===== src/mpic_pkg.sv =====
package mpic_pkg;

    // Channel map of the three pin ports
    localparam int CHANNELS    = 16;
    localparam int CH_BITS     = 4;
    localparam int PORT_A_BITS = 8;
    localparam int PORT_B_BITS = 2;
    localparam int PORT_C_BITS = 6;
    localparam int PORT_B_BASE = 8;
    localparam int PORT_C_BASE = 10;
    localparam int IVAL_BITS   = 32;

    // One result word as it travels down the chain
    typedef struct packed {
        logic [CH_BITS-1:0]   edge_channel;
        logic [IVAL_BITS-1:0] interval_ticks;
        logic                 last_of_tick;
    } result_t;

    // Per-cycle control shared by every cell
    typedef struct packed {
        logic load;   // capture a fresh tick into all cells
        logic shift;  // move every word one cell towards the output
    } cell_ctrl_t;

endpackage


===== src/mpic_if.sv =====
// Input channel: one timer tick with the sampled pins
interface mpic_sample_if;
    logic                               valid;
    logic                               ready;
    logic [mpic_pkg::PORT_A_BITS-1:0]   port_a_pins;
    logic [mpic_pkg::PORT_B_BITS-1:0]   port_b_pins;
    logic [mpic_pkg::PORT_C_BITS-1:0]   port_c_pins;

    modport source (output valid, port_a_pins, port_b_pins, port_c_pins, input ready);
    modport sink   (input valid, port_a_pins, port_b_pins, port_c_pins, output ready);
endinterface

// Output channel: one edge result
interface mpic_capture_if;
    logic                               valid;
    logic                               ready;
    logic [mpic_pkg::CH_BITS-1:0]       edge_channel;
    logic [mpic_pkg::IVAL_BITS-1:0]     interval_ticks;
    logic                               last_of_tick;

    modport source (output valid, edge_channel, interval_ticks, last_of_tick, input ready);
    modport sink   (input valid, edge_channel, interval_ticks, last_of_tick, output ready);
endinterface


===== src/mpic_cell.sv =====
// One channel: keeps its last edge time and one slot of the result chain
module mpic_cell #(
    parameter int TIME_WIDTH = 32
) (
    input  logic                         clk,
    input  logic                         rst_n,
    input  mpic_pkg::cell_ctrl_t         ctrl,
    input  logic [mpic_pkg::CH_BITS-1:0] channel_id,
    input  logic [TIME_WIDTH-1:0]        tick_next,
    input  logic                         rise,
    input  logic                         last_rise,
    input  logic                         up_valid,
    input  mpic_pkg::result_t            up_data,
    output logic                         valid,
    output mpic_pkg::result_t            data
);

    logic [TIME_WIDTH-1:0] time_reg;
    logic [TIME_WIDTH-1:0] time_next;
    logic [TIME_WIDTH-1:0] diff;
    logic                  valid_reg;
    logic                  valid_next;
    mpic_pkg::result_t     data_reg;
    mpic_pkg::result_t     data_next;

    // Modular interval against the stored edge time
    assign diff = tick_next - time_reg;

    // Load on a tick, otherwise take the neighbour's word on a shift
    always_comb
    begin
        time_next  = time_reg;
        valid_next = valid_reg;
        data_next  = data_reg;
        if (ctrl.load)
        begin
            valid_next                = rise;
            data_next.edge_channel    = channel_id;
            data_next.interval_ticks  = mpic_pkg::IVAL_BITS'(diff);
            data_next.last_of_tick    = last_rise;
            if (rise)
            begin
                time_next = tick_next;
            end
        end
        else if (ctrl.shift)
        begin
            valid_next = up_valid;
            data_next  = up_data;
        end
    end

    always_ff @(posedge clk or negedge rst_n)
    begin
        if (!rst_n)
        begin
            time_reg  <= '0;
            valid_reg <= 1'b0;
        end
        else
        begin
            time_reg  <= time_next;
            valid_reg <= valid_next;
        end
    end

    // Payload, no reset
    always_ff @(posedge clk)
    begin
        data_reg <= data_next;
    end

    assign valid = valid_reg;
    assign data  = data_reg;

endmodule


===== src/multichannel_pulse_interval_capture_core.sv =====
// Channel   Dir   Handshake      Word
// sample    in    valid/ready    port_a_pins[8], port_b_pins[2], port_c_pins[6]
// capture   out   valid/ready    edge_channel[4], interval_ticks[32], last_of_tick
//
// A tick is taken only when the cell chain is empty; it loads all 16 cells at
// once and the words shift one cell a cycle towards the output register while
// it is free or cell 0 is empty. A tick holds the input off until the word of
// its highest rising channel has left the chain; one with no edge does not.
// The output register lets the next tick enter while a result waits.
// Reset clears the timestamp, the pin history and every stored edge time.
// A stalled capture channel holds the chain; no word is lost.
module multichannel_pulse_interval_capture_core #(
    parameter int TIME_WIDTH = 32
) (
    input  logic                  clk,
    input  logic                  rst_n,
    mpic_sample_if.sink           sample,
    mpic_capture_if.source        capture
);

    localparam int CH = mpic_pkg::CHANNELS;

    logic [TIME_WIDTH-1:0]   tick_reg;
    logic [TIME_WIDTH-1:0]   tick_next;
    logic [CH-1:0]           prev_reg;
    logic [CH-1:0]           prev_next;
    logic [CH-1:0]           pins;
    logic [CH-1:0]           rise;
    logic [CH-1:0]           last_rise;
    logic [CH-1:0]           cell_valid;
    mpic_pkg::result_t       cell_data [CH];
    logic [CH-1:0]           up_valid;
    mpic_pkg::result_t       up_data [CH];
    mpic_pkg::cell_ctrl_t    ctrl;
    logic                    chain_busy;
    logic                    accept;
    logic                    out_free;
    logic                    out_valid_reg;
    logic                    out_valid_next;
    mpic_pkg::result_t       out_data_reg;
    mpic_pkg::result_t       out_data_next;

    // Pin sample and edge detection
    assign pins = {sample.port_c_pins, sample.port_b_pins, sample.port_a_pins};
    assign rise = pins & ~prev_reg;

    // Handshake and chain control
    assign chain_busy   = |cell_valid;
    assign sample.ready = !chain_busy;
    assign accept       = sample.valid && !chain_busy;
    assign out_free     = !out_valid_reg || capture.ready;
    assign ctrl.load    = accept;
    assign ctrl.shift   = chain_busy && (out_free || !cell_valid[0]);

    // Timestamp and pin history
    always_comb
    begin
        tick_next = tick_reg;
        prev_next = prev_reg;
        if (accept)
        begin
            tick_next = tick_reg + TIME_WIDTH'(1);
            prev_next = pins;
        end
    end

    always_ff @(posedge clk or negedge rst_n)
    begin
        if (!rst_n)
        begin
            tick_reg <= '0;
            prev_reg <= '0;
        end
        else
        begin
            tick_reg <= tick_next;
            prev_reg <= prev_next;
        end
    end

    // Cell row; cell i hands its word to cell i-1, cell 0 feeds the output
    genvar gi;
    generate
        for (gi = 0; gi < CH; gi++)
        begin : g_cell
            if (gi == CH - 1)
            begin : g_end
                assign last_rise[gi] = rise[gi];
                assign up_valid[gi]  = 1'b0;
                assign up_data[gi]   = '0;
            end
            else
            begin : g_mid
                // last edge of the tick when no higher channel rises
                assign last_rise[gi] = rise[gi] && !(|rise[CH-1:gi+1]);
                assign up_valid[gi]  = cell_valid[gi+1];
                assign up_data[gi]   = cell_data[gi+1];
            end

            mpic_cell #(
                .TIME_WIDTH (TIME_WIDTH)
            ) u_cell (
                .clk        (clk),
                .rst_n      (rst_n),
                .ctrl       (ctrl),
                .channel_id (mpic_pkg::CH_BITS'(gi)),
                .tick_next  (tick_next),
                .rise       (rise[gi]),
                .last_rise  (last_rise[gi]),
                .up_valid   (up_valid[gi]),
                .up_data    (up_data[gi]),
                .valid      (cell_valid[gi]),
                .data       (cell_data[gi])
            );
        end
    endgenerate

    // Output register
    always_comb
    begin
        out_valid_next = out_valid_reg;
        out_data_next  = out_data_reg;
        if (ctrl.shift && cell_valid[0])
        begin
            out_valid_next = 1'b1;
            out_data_next  = cell_data[0];
        end
        else if (capture.ready)
        begin
            out_valid_next = 1'b0;
        end
    end

    always_ff @(posedge clk or negedge rst_n)
    begin
        if (!rst_n)
        begin
            out_valid_reg <= 1'b0;
        end
        else
        begin
            out_valid_reg <= out_valid_next;
        end
    end

    always_ff @(posedge clk)
    begin
        out_data_reg <= out_data_next;
    end

    assign capture.valid          = out_valid_reg;
    assign capture.edge_channel   = out_data_reg.edge_channel;
    assign capture.interval_ticks = out_data_reg.interval_ticks;
    assign capture.last_of_tick   = out_data_reg.last_of_tick;

`ifndef SYNTHESIS
    // a loaded tick fills exactly the cells of the rising channels
    a_load_map: assert property (@(posedge clk) disable iff (!rst_n)
        accept |=> cell_valid == $past(rise))
        else $error("chain load does not match rising edges");

    // timestamp only moves on an accepted tick
    a_tick_hold: assert property (@(posedge clk) disable iff (!rst_n)
        !accept |=> tick_reg == $past(tick_reg))
        else $error("timestamp moved without a tick");

    // a result that is not the last of its tick has successors in the chain
    a_more_follow: assert property (@(posedge clk) disable iff (!rst_n)
        (out_valid_reg && !out_data_reg.last_of_tick) |-> chain_busy)
        else $error("non-final result with empty chain");

    // the output register is never overwritten while stalled
    a_no_overwrite: assert property (@(posedge clk) disable iff (!rst_n)
        (out_valid_reg && !capture.ready) |-> !(ctrl.shift && cell_valid[0]))
        else $error("stalled result overwritten");
`endif

endmodule


===== src/flat_wrapper.sv =====
// flat-port wrapper written by rule: the top's interface ports become plain ports
module multichannel_pulse_interval_capture_core_flat 
#(
    parameter int TIME_WIDTH = 32
)
  (clk, rst_n, sample_valid, sample_port_a_pins, sample_port_b_pins, sample_port_c_pins, sample_ready, capture_valid, capture_edge_channel, capture_interval_ticks, capture_last_of_tick, capture_ready);
  mpic_sample_if sample_i ();
  mpic_capture_if capture_i ();
  input  logic clk;
  input  logic rst_n;
  input wire logic [$bits(sample_i.valid)-1:0] sample_valid;
  input wire logic [$bits(sample_i.port_a_pins)-1:0] sample_port_a_pins;
  input wire logic [$bits(sample_i.port_b_pins)-1:0] sample_port_b_pins;
  input wire logic [$bits(sample_i.port_c_pins)-1:0] sample_port_c_pins;
  output wire logic [$bits(sample_i.ready)-1:0] sample_ready;
  output wire logic [$bits(capture_i.valid)-1:0] capture_valid;
  output wire logic [$bits(capture_i.edge_channel)-1:0] capture_edge_channel;
  output wire logic [$bits(capture_i.interval_ticks)-1:0] capture_interval_ticks;
  output wire logic [$bits(capture_i.last_of_tick)-1:0] capture_last_of_tick;
  input wire logic [$bits(capture_i.ready)-1:0] capture_ready;
  assign sample_i.valid = sample_valid;
  assign sample_i.port_a_pins = sample_port_a_pins;
  assign sample_i.port_b_pins = sample_port_b_pins;
  assign sample_i.port_c_pins = sample_port_c_pins;
  assign sample_ready = sample_i.ready;
  assign capture_valid = capture_i.valid;
  assign capture_edge_channel = capture_i.edge_channel;
  assign capture_interval_ticks = capture_i.interval_ticks;
  assign capture_last_of_tick = capture_i.last_of_tick;
  assign capture_i.ready = capture_ready;
  multichannel_pulse_interval_capture_core #(.TIME_WIDTH(TIME_WIDTH)) u_core (.clk(clk), .rst_n(rst_n), .sample(sample_i), .capture(capture_i));
endmodule

===== config.mk =====
export PLATFORM = sky130hd
export DESIGN_NAME = multichannel_pulse_interval_capture_core_flat
export DESIGN_NICKNAME = d
export VERILOG_FILES = /design/src/mpic_pkg.sv /design/src/mpic_if.sv /design/src/mpic_cell.sv /design/src/multichannel_pulse_interval_capture_core.sv /design/src/flat_wrapper.sv
export SDC_FILE = /design/constraint.sdc
export NUM_CORES = 2
export LEC_CHECK = 0
export BUFFER_PORTS_ARGS = -buffer_cell sky130_fd_sc_hd__buf_2
export CAP_MARGIN = 10
export CORE_UTILIZATION = 58
export DETAILED_ROUTE_END_ITERATION = 16
export PLACE_DENSITY_LB_ADDON = 0.1
export SLEW_MARGIN = 15
export SYNTH_ARGS = -nofsm -noshare
export SYNTH_HDL_FRONTEND = slang
export SYNTH_SLANG_ARGS = --single-unit

===== constraint.sdc =====
create_clock -name clk -period 16.6 [get_ports clk]
set_input_delay 2.49 -clock clk [delete_from_list [all_inputs] [get_ports clk]]
set_output_delay 2.49 -clock clk [all_outputs]
set_load 0.005 [all_outputs]

# Word level (Yosys, flattened, before mapping)

Index checks and enable logic that the tools add are counted.

Bits in registers: 1206
Input port bits: 20
Word-level logic and storage cells: 243

Add/sub/neg operators: 17
Muxes and demuxes: 67
Bitwise operators: 2
Reductions and logical operators: 71

Operators with widths:

| kind                  | count |
|---|---|
| $mux 33               | 32 |
| $sub 32x32->32        | 16 |
| $mux 1                | 34 |
| $add 32x1->32 const B | 1 |
| $mux 32               | 1 |
| $reduce_and 2->1      | 16 |
| $logic_and 1x1->1     | 18 |
| $logic_not 1->1       | 18 |
| $and 16x16->16        | 1 |
| $not 16->16           | 1 |
| $reduce_or 16->1      | 1 |
| $reduce_or 15->1      | 1 |
| $reduce_or 14->1      | 1 |
| $reduce_or 13->1      | 1 |
| $reduce_or 12->1      | 1 |
| $reduce_or 11->1      | 1 |
| $reduce_or 10->1      | 1 |
| $reduce_or 9->1       | 1 |
| $reduce_or 8->1       | 1 |
| $reduce_or 7->1       | 1 |
| $reduce_or 6->1       | 1 |
| $reduce_or 5->1       | 1 |
| $reduce_bool 2->1     | 2 |
| $reduce_or 4->1       | 1 |
| other kinds (3)       | 4 |

# Logic depth before layout (Yosys ltp)

Word-level depth: 6
Depth in mapped cells: 24
Depth with buffers taken out: 21

# Cells and area by module

A second synthesis with hierarchy kept.

Cell total of the unflattened synthesis: 7855
Area total of the unflattened synthesis: 80113.1 µm²

By module, submodules not included:

| module                                    | times used | cells each | area each (µm²) | seq. area each (µm²) |
|---|---|---|---|---|
| mpic_cell at u_core.g_cell[1].u_cell ...  | 6          | 492        | 4843.4          | 1936.9 |
| mpic_cell at u_core.g_cell[10].u_cell ... | 6          | 469        | 4727.0          | 1936.9 |
| mpic_cell at u_core.g_cell[6].u_cell ...  | 3          | 446        | 4709.5          | 1936.9 |
| mpic_cell at u_core.g_cell[0].u_cell      | 1          | 474        | 4812.1          | 1936.9 |
| multichannel_pulse_interval_capture_core  | 1          | 277        | 3749.8          | 2337.2 |

# Worst setup path after synthesis

Ideal clock, no wire load.

Path kind: input -> register
Start: input sample_valid
End: register u_core.g_cell[10].u_cell.data_reg, in the netlist u_core.g_cell[10].u_cell.data[34]
Setup time: 124 ps
Arrival time: 18962 ps
Setup slack: -2486 ps
Stages: 7
Buffers on the path: 3
Path through: and2_4 -> buf_6 -> clkbuf_1 -> nor2_1 -> inv_2 -> clkbuf_1 -> o22a_1

Word-level cells in the longest chain between the ends: 1

Ends and longest elaborated chain:

| what                   | line                                           | text |
|---|---|---|
| start: declaration     | flat_wrapper.sv:11                             | `input wire logic [$bits(sample_i.valid)-1:0] sample_valid;` |
| $logic_and 1x1->1      | multichannel_pulse_interval_capture_core.sv:50 | `assign accept = sample.valid && !chain_busy;` |
| end signal: assignment | mpic_cell.sv:70                                | `data_reg <= data_next;` |
| end: declaration       | mpic_cell.sv:23                                | `mpic_pkg::result_t data_reg;` |

No other way between the ends.
A chain may end at the register's enable or synchronous reset.

==> results.cfg <==
[run_status]
status = completed

[place]
hpwl_mm = 125
numPortBuffers = 58
gp_congestion = 0.981
placed_cells = 8989

[synthesis]
syn_nets = 8063
synth_fa_ha_area_frac = 0.0936
synth-edff-count = 565
yosys.area_share.simple = 0.127
muxShareOfSynthArea = 0.00417
yosysWarnings = 0
synth_xor_area_frac = 0.0584
synth-compound-area-share = 0.200
syn_area_per_cell_um2 = 9.28
ys_ff_latch = 1199
synth_cell_types = 84
synth_ff_type = dfrtp_1
ys_seq_area_frac = 0.466
syn_area_um2 = 69900
async_reset_ff_frac = 0.481
synth_top_family_by_area = compound AO/OA/AOI/OAI gates
syn_inst = 7530

[timing]
worst_slew_pin_slew_ps = 1150
relSlewSlack = 0.228
period_share = 0.456
report.final.slew_viol_count = 0
skew_ps = 23.7
hold_viol_final = 0
min_period_ps = 7560
fin_tns_setup_ps = 0
rsz0062_at_grt = no
setup_viol = 0
clock.fmax_ghz = 0.132

[clock_tree]
max-clock-path-buffers = 3
root_buffer = clkbuf_16
clock_latency_ps = 790
cts_tree = done
hold_buffers = 0
cts.sinks = 1199
numCtsBuffers = 141
clk_pin_slew_worst_paths_ps = 60
post_cts_buffers = 0
cts_resized = 0
htree_levels = 4

[critical_path]
slowest_delay_ps = 760
cp-end-kind = register
r2r_slack_ps = 9470
critPathRequiredTime_ps = 17090
arrival_ps = 8050
critical_path_class = in2reg
critical_path.cell_chain = buf_2 -> and2_4 -> buf_4 -> nand2_1 -> xor2_1 -> buf_4 -> inv_1 -> buf_4 -> ha_1 -> o21ai_0 -> a21boi_0 -> o311ai_0 -> a31oi_1 -> o41ai_1 -> o21ai_1 -> a211oi_1 -> o21ai_0 -> xnor2_1 -> o21ai_0
cp_slowest_cell = o41ai_1
cp-start-kind = primary input
cp_max_fo = 36

[power]
power_density_nw_per_um2 = 115
p_leak_nw = 34.6
peakVddDrop_uv = 112

[floorplan]
start_util = 0.589
die-width_um = 349
dieArea_um2 = 122000
core_region_area_um2 = 119000
rows = 126
num_io_pins = 59
dieHeight_um = 349

[grt]
grt_max_degree = 190
grt_pass1_wl_mm = 280
grt_pass1_vias = 53542
grt_overflow_total = 0
grt_usage = 0.293
antenna_found_initial = 3

[route]
first_pass_iters = 5
drt-wirelength-per-cell_um = 19.3
route.detailed.drc = 0
wirelength_mm = 179
postRouteAntennaNets = 0
drt_iter0_markers = 4037
viasPerCell = 5.78
num_vias = 53540

[finish]
syn2layout_area_growth_pct = 9.87
layout_commonest_cell = nand2_1
drive_above_1_share = 0.0635
largest_reg_flops = 585
stdcell_count = 9255
most-common-layout-cells = nand2_1, o21ai_0, inv_1, dfrtp_1, edfxtp_1
final.fill_count = 9725
nets = 8065

[hold_path]
hold_path.class = reg2reg

[job]
cap_violations = 0
==> critical path, delay by kind of cell <==
kind | cells | cell delay (ps)
adders and majority gates | 1 | 350
AOI/OAI and AO/OA | 9 | 3130
xor gates and xnor gates | 2 | 320
buffers and inverters | 5 | 1380
and+or+nand+nor | 2 | 340
==> final timing paths <==
check	cells past startpoint	startpoint	end
hold reg to reg	0	u_core.g_cell[0].u_cell.data[26]	u_core.capture.interval_ticks[25]
setup / recovery	19	sample_valid	u_core.g_cell[10].u_cell.data[30]
max in group asynchronous	3	rst_n	u_core.g_cell[15].u_cell.time_reg[24]
setup reg to reg	20	u_core.g_cell[12].u_cell.valid	u_core.g_cell[10].u_cell.data[30]
min in group asynchronous	1	rst_n	u_core.prev_reg[1]
hold / removal	0	u_core.g_cell[0].u_cell.data[26]	u_core.capture.interval_ticks[25]
==> through the flow <==
stage	util	power [W]	cell area (µm²)	setup WS, ps	hold slack (ps)
floorplan	-	0.00531	69900	5910	400
global placement	0.607	0.00568	72000	8440	403
detailed placement	0.607	0.00572	72000	8360	405
CTS	0.647	0.00888	76800	9170	423
global route	0.647	0.00923	76800	8830	426
finish	0.647	0.00884	76800	9040	422
==> cells by family (layout without fill, tap and decap cells) <==
family / Yosys count / in the layout
multiplexers: 26 / 26
AO/OA/AOI/OAI: 2344 / 2344
other: 0 / 2
AND/OR/NAND/NOR: 2026 / 2026
flip-flops: 1199 / 1199
adder cells (fa/ha/maj): 513 / 513
XOR/XNOR: 465 / 465
buffers and inverters: 957 / 1080
==> layer usage <==
layer | routed length (µm) | vias to the layer above | part of all wire | track usage
li1 | - | 26360 | - | -
met1 | 76700 | 25396 | 0.43 | 0.370
met2 | 86000 | 1391 | 0.48 | 0.499
met3 | 7780 | 393 | 0.044 | 0.0337
met4 | 8330 | 0 | 0.047 | 0.144
met5 | 0 | - | 0 | 0
==> layout make-up <==
cell class | count | area [µm²] | share of cell area
Clock buffer | 208 | 4140 | 0.0539
Sequential cell | 1199 | 32500 | 0.424
Antenna cell | 2 | 5.00 | 0.0000652
Inverter | 644 | 2430 | 0.0316
Timing Repair Buffer | 172 | 1210 | 0.0157
Multi-Input combinational cell | 5374 | 33800 | 0.441
Clock inverter | 56 | 623 | 0.00812
Tap cell | 1600 | 2000 | 0.0261
==> Yosys cell counts (25+ instances only) <==
cell type | count | area, µm²
a211oi_1 | 40 | 300
a21o_1 | 277 | 2080
a21oi_1 | 403 | 2020
a22o_1 | 31 | 272
a31oi_1 | 59 | 369
and3_1 | 55 | 344
clkbuf_1 | 297 | 1110
dfrtp_1 | 577 | 14400
dfxtp_1 | 57 | 1140
edfxtp_1 | 565 | 17000
ha_1 | 497 | 6220
inv_1 | 642 | 2410
mux2_2 | 25 | 282
nand2_1 | 1290 | 4840
nand2b_1 | 93 | 582
nand3_1 | 70 | 350
nand4_1 | 48 | 300
nor2_1 | 224 | 841
nor2b_1 | 75 | 469
nor3_1 | 56 | 280
o21a_1 | 59 | 443
o21ai_0 | 1145 | 5730
o21bai_1 | 50 | 375
o22a_1 | 35 | 307
o31ai_1 | 50 | 375
xnor2_1 | 244 | 2140
xor2_1 | 220 | 1930
==> report_power, final <==
group	switching [W]	total, W	internal [W]
Sequential	0.000263	0.00446	0.00420
Clock	0.00127	0.00315	0.00188
Combinational	0.000791	0.00122	0.000428
Total	0.00233	0.00884	0.00651
Power figures use the tool's default switching activity.
